[src/design/nsf_pkg.sv]
`default_nettype none

package nsf_pkg;

  // Framing characters.
  localparam logic [7:0] CHAR_START = 8'h24;  // '$'
  localparam logic [7:0] CHAR_STAR  = 8'h2A;  // '*'
  localparam logic [7:0] CHAR_ZERO  = 8'h30;  // '0'
  localparam logic [7:0] CHAR_UPA   = 8'h41;  // 'A'

  localparam logic [3:0] NIBBLE_MASK = 4'hF;
  localparam logic [3:0] DEC_DIGITS  = 4'd10;

  // Room kept back in the sentence buffer for '*', two check characters and the end.
  localparam int LIMIT_MARGIN = 5;

  localparam int BUFFER_BYTES_DEF = 128;

  localparam int LEN_W = 7;

  typedef enum logic [1:0] {
    PH_HUNT = 2'd0,
    PH_BODY = 2'd1,
    PH_CHK1 = 2'd2,
    PH_CHK2 = 2'd3
  } phase_e;

  typedef struct packed {
    logic             done;
    logic             good;
    logic [LEN_W-1:0] len;
  } nsf_result_t;

  // Upper-case hex character of one nibble.
  function automatic logic [7:0] hex_upper(input logic [3:0] nib);
    logic [3:0] n;
    n = nib & NIBBLE_MASK;
    if (n < DEC_DIGITS) begin
      hex_upper = CHAR_ZERO + {4'd0, n};
    end else begin
      hex_upper = CHAR_UPA + {4'd0, n - DEC_DIGITS};
    end
  endfunction

endpackage

`default_nettype wire

[src/design/nsf_in_if.sv]
`default_nettype none

interface nsf_in_if;
  logic       valid;
  logic       ready;
  logic [7:0] rx_byte;

  modport source (output valid, output rx_byte, input ready);
  modport sink   (input valid, input rx_byte, output ready);
endinterface

`default_nettype wire

[src/design/nsf_out_if.sv]
`default_nettype none

interface nsf_out_if;
  logic       valid;
  logic       ready;
  logic       sentence_done;
  logic       checksum_good;
  logic [6:0] sentence_length;

  modport source (output valid, output sentence_done, output checksum_good,
                  output sentence_length, input ready);
  modport sink   (input valid, input sentence_done, input checksum_good,
                  input sentence_length, output ready);
endinterface

`default_nettype wire

[src/design/nsf_framer_core.sv]
`default_nettype none

module nsf_framer_core #(
  parameter int BUFFER_BYTES = nsf_pkg::BUFFER_BYTES_DEF
) (
  input  wire logic                 clk_i,
  input  wire logic                 rst_ni,
  input  wire logic                 step_i,
  input  wire logic [7:0]           byte_i,
  output nsf_pkg::nsf_result_t      res_o
);
  import nsf_pkg::*;

  localparam int CntW = $clog2(BUFFER_BYTES);
  localparam logic [CntW-1:0] Limit = CntW'(BUFFER_BYTES - LIMIT_MARGIN);

  phase_e          phase_q, phase_d;
  logic [CntW-1:0] cnt_q, cnt_d;
  logic [7:0]      xor_q, xor_d;
  logic [7:0]      first_q, first_d;
  logic [31:0]     len_full;
  logic            hi_ok, lo_ok;

  always_ff @(posedge clk_i or negedge rst_ni) begin
    if (!rst_ni) begin
      phase_q <= PH_HUNT;
      cnt_q   <= '0;
      xor_q   <= '0;
      first_q <= '0;
    end else if (step_i) begin
      phase_q <= phase_d;
      cnt_q   <= cnt_d;
      xor_q   <= xor_d;
      first_q <= first_d;
    end
  end

  assign hi_ok    = (first_q == hex_upper(xor_q[7:4]));
  assign lo_ok    = (byte_i == hex_upper(xor_q[3:0]));
  assign len_full = 32'(cnt_q) + 32'd1;

  always_comb begin
    phase_d    = phase_q;
    cnt_d      = cnt_q;
    xor_d      = xor_q;
    first_d    = first_q;
    res_o.done = 1'b0;
    res_o.good = 1'b0;
    res_o.len  = '0;
    case (phase_q)
      PH_HUNT: begin
        if (byte_i == CHAR_START) begin
          phase_d = PH_BODY;
          cnt_d   = CntW'(1);
          xor_d   = '0;
        end
      end
      PH_BODY: begin
        if (byte_i == CHAR_START) begin
          cnt_d = CntW'(1);
          xor_d = '0;
        end else if (cnt_q >= Limit) begin
          // Sentence too long for the buffer: drop it.
          phase_d = PH_HUNT;
          cnt_d   = '0;
          xor_d   = '0;
        end else begin
          cnt_d = cnt_q + CntW'(1);
          if (byte_i == CHAR_STAR) begin
            phase_d = PH_CHK1;
          end else begin
            xor_d = xor_q ^ byte_i;
          end
        end
      end
      PH_CHK1: begin
        first_d = byte_i;
        cnt_d   = cnt_q + CntW'(1);
        phase_d = PH_CHK2;
      end
      default: begin
        res_o.done = 1'b1;
        if (hi_ok && lo_ok) begin
          res_o.good = 1'b1;
          res_o.len  = len_full[LEN_W-1:0];
        end
        phase_d = PH_HUNT;
        cnt_d   = '0;
        xor_d   = '0;
      end
    endcase
  end

  a_chk1_then_chk2: assert property (@(posedge clk_i) disable iff (!rst_ni)
    step_i && phase_q == PH_CHK1 |=> phase_q == PH_CHK2)
    else $error("first check character did not lead to the second");

  a_done_returns_hunt: assert property (@(posedge clk_i) disable iff (!rst_ni)
    step_i && res_o.done |=> phase_q == PH_HUNT && cnt_q == '0 && xor_q == '0)
    else $error("finished sentence did not return to hunting");

  a_body_count_bound: assert property (@(posedge clk_i) disable iff (!rst_ni)
    phase_q == PH_BODY |-> cnt_q != '0 && cnt_q <= Limit)
    else $error("payload byte count out of range");

  a_good_needs_done: assert property (@(posedge clk_i) disable iff (!rst_ni)
    res_o.good |-> res_o.done && phase_q == PH_CHK2)
    else $error("good checksum flagged outside the second check character");

endmodule

`default_nettype wire

[src/design/nmea_sentence_framer.sv]
// Timing: a word accepted on rx_i is caught in the input register, then passes through
//   the result register to res_o, when res_o is not stalled.
// Throughput: one word per cycle while res_o is not stalled; the framing state updates once per byte.
// Each received byte yields exactly one result word.
// Reset (rst_ni, asynchronous, active low) empties both registers and returns the
//   framer to hunting for '$' with count, XOR and first check character cleared.
`default_nettype none

module nmea_sentence_framer #(
  parameter int BUFFER_BYTES = nsf_pkg::BUFFER_BYTES_DEF
) (
  input  wire logic   clk_i,
  input  wire logic   rst_ni,
  nsf_in_if.sink      rx_i,
  nsf_out_if.source   res_o
);
  import nsf_pkg::*;

  // Input register: holds the byte that the framer works on next.
  logic        s1_vld_q, s1_vld_d;
  logic [7:0]  s1_byte_q, s1_byte_d;

  // Result register: holds the result word until the sink takes it.
  logic        out_vld_q, out_vld_d;
  nsf_result_t out_q, out_d;

  nsf_result_t core_res;
  logic        advance;
  logic        step;
  logic        in_ready;

  // The pipeline moves whenever the result register is empty or being drained.
  assign advance  = !out_vld_q || res_o.ready;
  assign step     = s1_vld_q && advance;
  assign in_ready = !s1_vld_q || advance;

  assign rx_i.ready = in_ready;

  always_comb begin
    s1_vld_d  = s1_vld_q;
    s1_byte_d = s1_byte_q;
    out_vld_d = out_vld_q;
    out_d     = out_q;
    if (in_ready) begin
      s1_vld_d  = rx_i.valid;
      s1_byte_d = rx_i.rx_byte;
    end
    if (advance) begin
      out_vld_d = s1_vld_q;
      out_d     = core_res;
    end
  end

  always_ff @(posedge clk_i or negedge rst_ni) begin
    if (!rst_ni) begin
      s1_vld_q  <= 1'b0;
      out_vld_q <= 1'b0;
    end else begin
      s1_vld_q  <= s1_vld_d;
      out_vld_q <= out_vld_d;
    end
  end

  // Payload registers carry no reset.
  always_ff @(posedge clk_i) begin
    s1_byte_q <= s1_byte_d;
    out_q     <= out_d;
  end

  // The framer state advances only when its byte moves into the result register.
  nsf_framer_core #(
    .BUFFER_BYTES(BUFFER_BYTES)
  ) u_core (
    .clk_i  (clk_i),
    .rst_ni (rst_ni),
    .step_i (step),
    .byte_i (s1_byte_q),
    .res_o  (core_res)
  );

  assign res_o.valid           = out_vld_q;
  assign res_o.sentence_done   = out_q.done;
  assign res_o.checksum_good   = out_q.good;
  assign res_o.sentence_length = out_q.len;

endmodule

`default_nettype wire

[src/flat_wrapper.sv]
// flat-port wrapper written by rule: the top's interface ports become plain ports
module nmea_sentence_framer_flat import nsf_pkg::*;
#(
  parameter int BUFFER_BYTES = nsf_pkg::BUFFER_BYTES_DEF
)
  (clk_i, rst_ni, rx_i_valid, rx_i_rx_byte, rx_i_ready, res_o_valid, res_o_sentence_done, res_o_checksum_good, res_o_sentence_length, res_o_ready);
  nsf_in_if rx_i_i ();
  nsf_out_if res_o_i ();
  input  wire logic clk_i;
  input  wire logic rst_ni;
  input wire logic [$bits(rx_i_i.valid)-1:0] rx_i_valid;
  input wire logic [$bits(rx_i_i.rx_byte)-1:0] rx_i_rx_byte;
  output wire logic [$bits(rx_i_i.ready)-1:0] rx_i_ready;
  output wire logic [$bits(res_o_i.valid)-1:0] res_o_valid;
  output wire logic [$bits(res_o_i.sentence_done)-1:0] res_o_sentence_done;
  output wire logic [$bits(res_o_i.checksum_good)-1:0] res_o_checksum_good;
  output wire logic [$bits(res_o_i.sentence_length)-1:0] res_o_sentence_length;
  input wire logic [$bits(res_o_i.ready)-1:0] res_o_ready;
  assign rx_i_i.valid = rx_i_valid;
  assign rx_i_i.rx_byte = rx_i_rx_byte;
  assign rx_i_ready = rx_i_i.ready;
  assign res_o_valid = res_o_i.valid;
  assign res_o_sentence_done = res_o_i.sentence_done;
  assign res_o_checksum_good = res_o_i.checksum_good;
  assign res_o_sentence_length = res_o_i.sentence_length;
  assign res_o_i.ready = res_o_ready;
  nmea_sentence_framer #(.BUFFER_BYTES(BUFFER_BYTES)) u_core (.clk_i(clk_i), .rst_ni(rst_ni), .rx_i(rx_i_i), .res_o(res_o_i));
endmodule
[config.mk]
export PLATFORM = sky130hd
export DESIGN_NAME = nmea_sentence_framer_flat
export DESIGN_NICKNAME = d
export VERILOG_FILES = /design/src/design/nsf_pkg.sv /design/src/design/nsf_in_if.sv /design/src/design/nsf_out_if.sv /design/src/design/nsf_framer_core.sv /design/src/design/nmea_sentence_framer.sv /design/src/flat_wrapper.sv
export SDC_FILE = /design/constraint.sdc
export NUM_CORES = 1
export LEC_CHECK = 0
export BUFFER_PORTS_ARGS = -buffer_cell sky130_fd_sc_hd__buf_4
export CORE_UTILIZATION = 53
export CTS_CLUSTER_DIAMETER = 150
export CTS_CLUSTER_SIZE = 24
export DETAILED_ROUTE_END_ITERATION = 8
export PLACE_DENSITY = 0.75
export SLEW_MARGIN = 20
export SYNTH_ARGS = -nofsm -noshare
export SYNTH_HDL_FRONTEND = slang
export SYNTH_SLANG_ARGS = --single-unit
[constraint.sdc]
create_clock -name clk_i -period 2.3 [get_ports clk_i]
set_clock_uncertainty 0.15 [all_clocks]
set_input_delay 0.345 -clock clk_i [delete_from_list [all_inputs] [get_ports clk_i]]
set_output_delay 0.345 -clock clk_i [all_outputs]
set_load 0.02 [all_outputs]
==> results of run 1 <==
==> path summary, 6_finish.rpt <==
kind | startpoint | endpoint | slack, ps | cells past startpoint
min reg2reg | u_core.u_core.first_q[7]$_DFFE_PN0P_ | u_core.u_core.first_q[7]$_DFFE_PN0P_ | 350 | 1
max reg2reg | u_core.u_core.xor_q[5]$_DFFE_PN0P_ | u_core.res_o.sentence_length[6]$_SDFFCE_PP0N_ | 100 | 7
min in group asynchronous | rst_ni | u_core.u_core.cnt_q[5]$_DFFE_PN0P_ | 340 | 2
max | u_core.u_core.xor_q[5]$_DFFE_PN0P_ | u_core.res_o.sentence_length[6]$_SDFFCE_PP0N_ | 100 | 7
min | rx_i_rx_byte[6] | u_core.s1_byte_q[6]$_DFFE_PP_ | 70 | 1
max in group asynchronous | rst_ni | u_core.u_core.xor_q[3]$_DFFE_PN0P_ | 1380 | 2
==> through the flow <==
| step | instances | setup TNS, ps |
|---|---|---|
| 6_report | 328 | 0 |
| 3_3_place_gp | 318 | 0 |
| 5_1_grt | 328 | -16.1 |
| 2_1_floorplan | 231 | 0 |
| 3_5_place_dp | 318 | -5.74 |
| 4_1_cts | 327 | 0 |
==> per-layer routing <==
| metal | global-route usage [%] | wire (um) |
|---|---|---|
| met3 | 4.18 | 187 |
| met4 | 7.78 | 64 |
| met1 | 30.6 | 2400 |
| met5 | 0 | 0 |
| met2 | 37.9 | 2560 |
==> registers in the layout, indices dropped and copies added (netlist names) <==
name                          flops
u_core.res_o.checksum_good        1
u_core.res_o.sentence_done        1
u_core.res_o.sentence_length      7
u_core.res_o.valid                1
u_core.s1_byte_q                  8
u_core.s1_vld_q                   1
u_core.u_core.cnt_q               7
u_core.u_core.first_q             8
u_core.u_core.phase_q             2
u_core.u_core.xor_q               8
==> cells in the final DEF (no fill, tap or decap), types with 2 or more instances in the layout <==
master | Yosys | final
a21oi_1 | 5 | 5
inv_2 | 0 | 3
nor2b_1 | 6 | 6
nand2_1 | 19 | 19
ha_1 | 7 | 4
nand3b_1 | 4 | 4
inv_1 | 9 | 6
buf_4 | 1 | 43
clkbuf_8 | 0 | 5
nand2b_1 | 5 | 5
nor2_1 | 8 | 8
mux2_2 | 8 | 8
nor3_1 | 16 | 12
a211oi_1 | 4 | 3
o21ai_1 | 11 | 11
and3b_1 | 2 | 2
and3_1 | 5 | 5
xnor2_1 | 9 | 9
o31ai_1 | 5 | 5
a221oi_1 | 2 | 2
a22o_1 | 5 | 5
or4_1 | 2 | 2
o21ai_0 | 18 | 18
nand4bb_1 | 2 | 2
or2_2 | 2 | 2
ha_4 | 0 | 2
xor2_1 | 5 | 4
a21boi_0 | 2 | 2
edfxtp_1 | 17 | 17
nor3_2 | 0 | 4
dfrtp_1 | 27 | 27
==> worst max-delay path, delay by kind of cell, from the launching register on <==
family                     cells  cell delay, ps
AOI/OAI and AO/OA              1             110
adders and majority gates      1             240
DFF                            1             380
and+or+nand+nor                3             840
buffers and inverters          1             140
xor gates and xnor gates       1             190
==> area by class of cell <==
| class | count | area [um^2] |
|---|---|---|
| clock inverter | 3 | 21.3 |
| fill | 339 | 1410 |
| tap | 52 | 65.1 |
| sequential | 44 | 1190 |
| clock buffer | 5 | 68.8 |
| inverter | 9 | 33.8 |
| multi-input combinational | 171 | 1270 |
| timing repair buffer | 44 | 333 |
==> power groups by stage <==
stage / Combinational (mW) / Clock [mW] / Sequential (mW)
after floorplan: 0.110 / 0 / 0.916
final: 0.255 / 0.489 / 0.887
after CTS: 0.238 / 0.499 / 0.886
after detailed placement: 0.235 / 0 / 0.902
after global routing: 0.280 / 0.533 / 0.892
after global placement: 0.231 / 0 / 0.901
==> repair_timing <==
item                       in CTS  in global routing
resized for setup               1                 14
hold buffers                    1                  0
pin swaps                       0                  3
setup buffers                   0                  1
gates cloned                    0                  0
hold endpoints to repair       27                  0
setup endpoints to repair       2                  7
==> logic make-up after synthesis <==
family                   count (synthesis)  synth area share [%]
adder cells (fa/ha/maj)                  7                  3.59
multiplexers                             8                  3.69
XOR/XNOR                                14                  5.03
buffers and inverters                   16                  2.72
flip-flops                              44                  48.6
AO/OA/AOI/OAI                           57                  15.3
AND/OR/NAND/NOR                         85                  21.0
==> summary.txt, run 1 <==
Outcome
  • Status: completed

Logic synthesis
  • Synthesized area: 2440 um^2
  • Register bit total from synthesis: 44
  • Post-synth top area share: 27.7%
  • Post-synthesis sequential area ratio: 48.6%
  • Post-Synthesis Net Count: 250
  • Top cells by count, synth: dfrtp_1, nand2_1, o21ai_0, edfxtp_1, nor3_1
  • Top-count cell post-synth: dfrtp_1
  • EDFF count, synth: 17
  • Synth cell types: 47
  • Cell taking the most area after synthesis: dfrtp_1
  • Yosys Warn Count: 0
  • Async set-reset flop share out of synthesis: 61.4%
  • Mapped Cells: 231
  • Mean post-synth cell area: 10.6 um^2
  • Synth Flop Type: dfrtp_1
  • Synth top area cells: dfrtp_1, edfxtp_1, o21ai_0, mux2_2, ha_1

Timing
  • Final worst path period share: 95.6%
  • Final hold slack: 73.4 ps
  • Max Freq: 455 MHz
  • Worst Max-Slew Pin Slew: 578 ps
  • Final setup violating endpoints: 0
  • Worst slew margin: 61.1%
  • Setup slack after layout: 101 ps
  • Shortest period the worst path allows: 2200 ps
  • Slew Viols, Final: 0
  • Final count of hold timing violations: 0

Pwr
  • Pint: 1.18 mW
  • Sw Ratio: 27.3%
  • Leak pwr: 1.22 nW
  • Clock power frac: 30.0%
  • Switch Pwr: 446 uW
  • Flop pwr share: 54.4%
  • Pwr Total: 1.63 mW
  • Pwr dens: 548 nW/um^2
  • Combinational Power Share: 15.6%
  • Max VDD drop: 0.000455 V

Cells and area
  • Final Instance Area: 2980 um^2
  • Fin nets: 294
  • Area growth, synth to finish: 21.9%
  • Ratio of cells with drive above 1 in the final layout: 30.1%
  • Antenna Cells: 0
  • Final core utilization: 67.9%

Clocking
  • Worst-case clock buffer depth: 2
  • Worst skew pair latency: 300 ps
  • CTS tree: done
  • CTS buffer count: 5
  • Clock tree root driver cell: clkbuf_8
  • H-tree depth: 2
  • Worst-path clk slew: 90 ps
  • Num Clock Sinks: 44

Setup path
  • Req. time, crit path: 2300 ps
  • CP Cell Sequence: inv_1, ha_2, xor2_2, a211oi_2, nor4b_4, nand4_4, nor3_2
  • CP startpoint kind: register
  • Slowest CP cell: nor4b_4
  • Max incr delay on CP: 390 ps
  • Worst-path maximum fanout: 8
  • Setup CP Type: reg2reg
  • Crit path DAT: 2200 ps
  • Endpoint class of the critical path: register

GRT
  • Total GRT Usage: 23.0%
  • Largest net degree at the start of global routing: 28
  • Grt ovf: 0
  • Number of global-route vias before repair: 1,848
  • First-pass GRT wire length: 8680 um
  • Initial antenna violation count: 0

Floorplanning
  • Die ar.: 4880 um^2
  • Row count: 24
  • Total I/O pin count: 23
  • Core ar.: 4380 um^2
  • Initial Util: 55.7%
  • DIE WIDTH: 69.9 um
  • Die Ht: 69.9 um

Place
  • Place WS: -5.74 ps
  • Routability Congestion: 0.845
  • DP Area: 2790 um^2
  • I/O Buffers: 22
  • Post-DP HPWL: 3820 um

Route
  • Routed Antenna Nets: 0
  • Routed WL: 5210 um
  • Vias: 1,923
  • Iteration-0 DRC Markers: 155
  • Avg WL per Cell: 15.9 um
  • Vias per cell: 5.86
  • DRC Markers: 0
  • DRT Pass-1 Iters: 4

Job
  • Max-cap violations: 0

Hold path
  • Hold/Removal Path Class: in2reg
Power figures use the tool's default switching activity.
==> run 2: changes to the inputs <==
Settings changed: ABC_AREA from default to 1.
==> run 2 against run 1 <==
  * The flow now finishes with violations (DRC)
  * Critical path depth is 1 higher
  * Final cell count is 18% higher
  * Die area is 4.0% higher
  * Maximum frequency is 6.7% higher
  * Worst setup slack better by 140 ps
  * Wire length is 1.1% lower
  * Synthesized area is 4.1% higher
  * Sequential power is 34% higher
  * Register-to-register slack better by 140 ps
  * Clock power is 27% higher
  * Largest cell class is now flip-flops and latches
==> summary.txt, run 2 <==
Outcome
  • Status: finished with violations
  • Failing checks: DRC

Logic synthesis
  • Yosys Warn Count: 0 (unchanged)
  • EDFF count, synth: 17 (unchanged)
  • Synth Flop Type: dfrtp_1
  • Register bit total from synthesis: 44 (unchanged)
  • Async set-reset flop share out of synthesis: 61.4% (unchanged)
  • Synthesized area: 2540 um^2 (+4.1%)
  • Post-synthesis sequential area ratio: 46.7% (-1.9 points)
  • Post-Synthesis Net Count: 321 (+28%)
  • Mapped Cells: 302 (+31%)
  • Cell taking the most area after synthesis: dfrtp_1
  • Top cells by count, synth: nand2_1, inv_1, dfrtp_1, nor2_1, nand3_1
  • Top-count cell post-synth: nand2_1
  • Synth cell types: 30 (-36%)
  • Post-synth top area share: 26.6% (-1.1 points)
  • Mean post-synth cell area: 8.41 um^2 (-20%)
  • Synth top area cells: dfrtp_1, edfxtp_1, nand2_1, inv_1, xor2_1

Route
  • DRC Markers: 3 (+3)
  • Vias per cell: 5.32 (-9.3%)
  • Iteration-0 DRC Markers: 162 (+4.5%)
  • Vias: 2,053 (+6.8%)
  • Routed Antenna Nets: 0 (unchanged)
  • DRT Pass-1 Iters: 7 (+3)
  • Routed WL: 5160 um (-1.1%)
  • Avg WL per Cell: 13.4 um (-16%)

GRT
  • Met3 Use GR: 3.94% (-0.25 points)
  • Total GRT Usage: 22.5% (-0.43 points)
  • Initial antenna violation count: 0 (unchanged)
  • Largest net degree at the start of global routing: 28 (unchanged)
  • Number of global-route vias before repair: 1,898 (+2.7%)
  • Gr busiest metal: met2
  • Met1 Usage GRT: 31.5% (+0.92 points)
  • M2 GR Usage: 36.3% (-1.6 points)
  • Grt ovf: 0 (unchanged)
  • First-pass GRT wire length: 8750 um (+0.79%)

Cells and area
  • Flip-flop and latch area: 1190 um^2 (+0.11%)
  • Top flop regs: u_core.s1_byte_q: 8 flops, u_core.u_core.first_q: 8 flops, u_core.u_core.xor_q: 8 flops
  • Area growth, synth to finish: 14.6%
  • Fillers: 374 (+10%)
  • Antenna Cells: 0 (unchanged)
  • Multi-input logic area: 1180 um^2 (-6.5%)
  • Most common cell after layout, fill and taps aside: nand2_1
  • Most frequent cells in the layout: nand2_1, inv_1, nor2_1, dfrtp_1, buf_4
  • Post-Layout Cell Count: 386 (+18%)
  • Fin nets: 352 (+20%)
  • Ratio of cells with drive above 1 in the final layout: 18.9% (-11 points)

Timing
  • Worst slew margin: 65.8% (+4.7 points)
  • Max Freq: 485 MHz (+6.7%)
  • Slew Viols, Final: 0 (unchanged)
  • Final setup violating endpoints: 0 (unchanged)
  • Worst Max-Slew Pin Slew: 510 ps (-68.4 ps)
  • Setup TNS: 0 ps (unchanged)
  • RSZ-0062 raised after global routing: false
  • Final count of hold timing violations: 0 (unchanged)
  • Final worst path period share: 89.6% (-6.0 points)
  • Shortest period the worst path allows: 2060 ps (-137 ps)

Clocking
  • Clock tree root driver cell: clkbuf_8
  • Worst skew pair latency: 300 ps (about the same)
  • Setup bufs post-CTS: 0 (unchanged)
  • Worst-path clk slew: 80 ps (about the same)
  • Num Clock Sinks: 44 (unchanged)
  • CTS buffer count: 5 (unchanged)
  • H-tree depth: 2 (unchanged)
  • Worst-case clock buffer depth: 2 (unchanged)
  • CTS tree: done

Setup path
  • CP startpoint kind: register
  • Endpoint class of the critical path: register
  • Crit path DAT: 2140 ps (-60 ps)
  • Req. time, crit path: 2380 ps (+80 ps)
  • Setup CP Type: reg2reg
  • Worst-path maximum fanout: 8 (unchanged)
  • FF-to-FF path depth: 8 (+1)

Floorplanning
  • Die ar.: 5070 um^2 (+4.0%)
  • DIE WIDTH: 71.2 um (+2.0%)
  • Core ar.: 4470 um^2 (+2.1%)
  • Die Ht: 71.2 um (+2.0%)
  • Initial Util: 56.8% (+1.1 points)
  • Row count: 24 (unchanged)
  • Total I/O pin count: 23 (unchanged)

Place
  • Routability Congestion: 0.847 (+0.21%)
  • Inst Count DP: 377 (+19%)
  • Post-DP HPWL: 3740 um (-2.3%)
  • I/O Buffers: 22 (unchanged)

Pwr
  • Leak pwr: 1.40 nW (+15%)
  • Pwr dens: 1040 nW/um^2 (+89%)
  • Max VDD drop: 0.000681 V (+50%)

Hold path
  • Hold/Removal Path Class: in2reg
  • Worst hold path depth: 3 (+2)

Job
  • Max-cap violations: 0 (unchanged)
## run 2: changes by cell type after synthesis, moves of 6 or more
cell | previous run | this run
mux2_2 | 8 | 0
inv_1 | 9 | 38
o21ai_1 | 11 | 2
o21ai_0 | 18 | 12
nor3_1 | 16 | 1
nand3_1 | 2 | 21
xor2_1 | 5 | 13
nand2_1 | 19 | 88
xnor2_1 | 9 | 1
nor2b_1 | 6 | 0
o21ai_2 | 0 | 8
nand4_1 | 1 | 10
nor2_1 | 8 | 26
## run 2: path summary, 6_finish.rpt
check | startpoint | endpoint | slack [ps]
max | u_core.u_core.cnt_q[0]$_DFFE_PN0P_ | u_core.u_core.cnt_q[5]$_DFFE_PN0P_ | 240
min | rx_i_valid | u_core.s1_vld_q$_DFFE_PN0P_ | 70
max reg2reg | u_core.u_core.cnt_q[0]$_DFFE_PN0P_ | u_core.u_core.cnt_q[5]$_DFFE_PN0P_ | 240
min reg2reg | u_core.u_core.first_q[7]$_DFFE_PN0P_ | u_core.u_core.first_q[7]$_DFFE_PN0P_ | 350
max in group asynchronous | rst_ni | u_core.u_core.xor_q[5]$_DFFE_PN0P_ | 1360
min in group asynchronous | rst_ni | u_core.u_core.cnt_q[3]$_DFFE_PN0P_ | 350
## run 2: where the power goes
part	switching [mW]	internal [mW]
logic	0.764	0.440
clock network	0.267	0.355
registers	0.189	1.00
total	1.22	1.80
## run 2: worst max-delay path, stage by stage (launching register included)
cell	delay, ps
dfrtp_1	440
ha_1	250
nor2_1	170
nand2_1	120
nand3_4	140
nand2_4	70
o21ai_1	420
nand3b_1	130
o21ai_0	90
## run 2: repair_timing
item                                   4_1_cts  5_1_grt
hold buffers                                 1        0
resized for setup                            0        1
endpoints found under the hold margin       27        0
setup endpoints to repair                    0        2
## run 2: logic make-up after synthesis
group	after synthesis	synth area share, %
simple gates	168	31.5
flops	44	46.7
buf+inv	43	6.65
compound gates	26	6.85
xor+xnor	14	4.83
fa+ha+maj	7	3.45
## run 2: area by class of cell
type	instances	area share, %
inverter	41	5.29
timing repair buffer	26	6.79
sequential	44	40.8
clock inverter	2	1.33
multi-input combinational	215	40.7
tap	52	2.24
clock buffer	6	2.84
## run 2: metal layers
layer  vias to the layer above  share of wire, %
li1                       1034                 -
met1                       949                47
met2                        60                46
met3                        10               5.0
met4                         0               1.5
met5                         -                 0
## run 2: stage by stage
| step | util [%] | setup slack [ps] | total power [mW] | hold slack, ps | instance area [um^2] |
|---|---|---|---|---|---|
| 2_1_floorplan | - | 488 | 2.09 | -101 | 2540 |
| 3_3_place_gp | 62.1 | 302 | 2.34 | 137 | 2780 |
| 3_5_place_dp | 62.1 | 201 | 2.38 | 137 | 2780 |
| 4_1_cts | 65.0 | 177 | 3.02 | 66.5 | 2910 |
| 5_1_grt | 65.0 | 57.5 | 3.24 | 61.0 | 2910 |
| 6_report | 65.0 | 238 | 3.02 | 66.9 | 2910 |
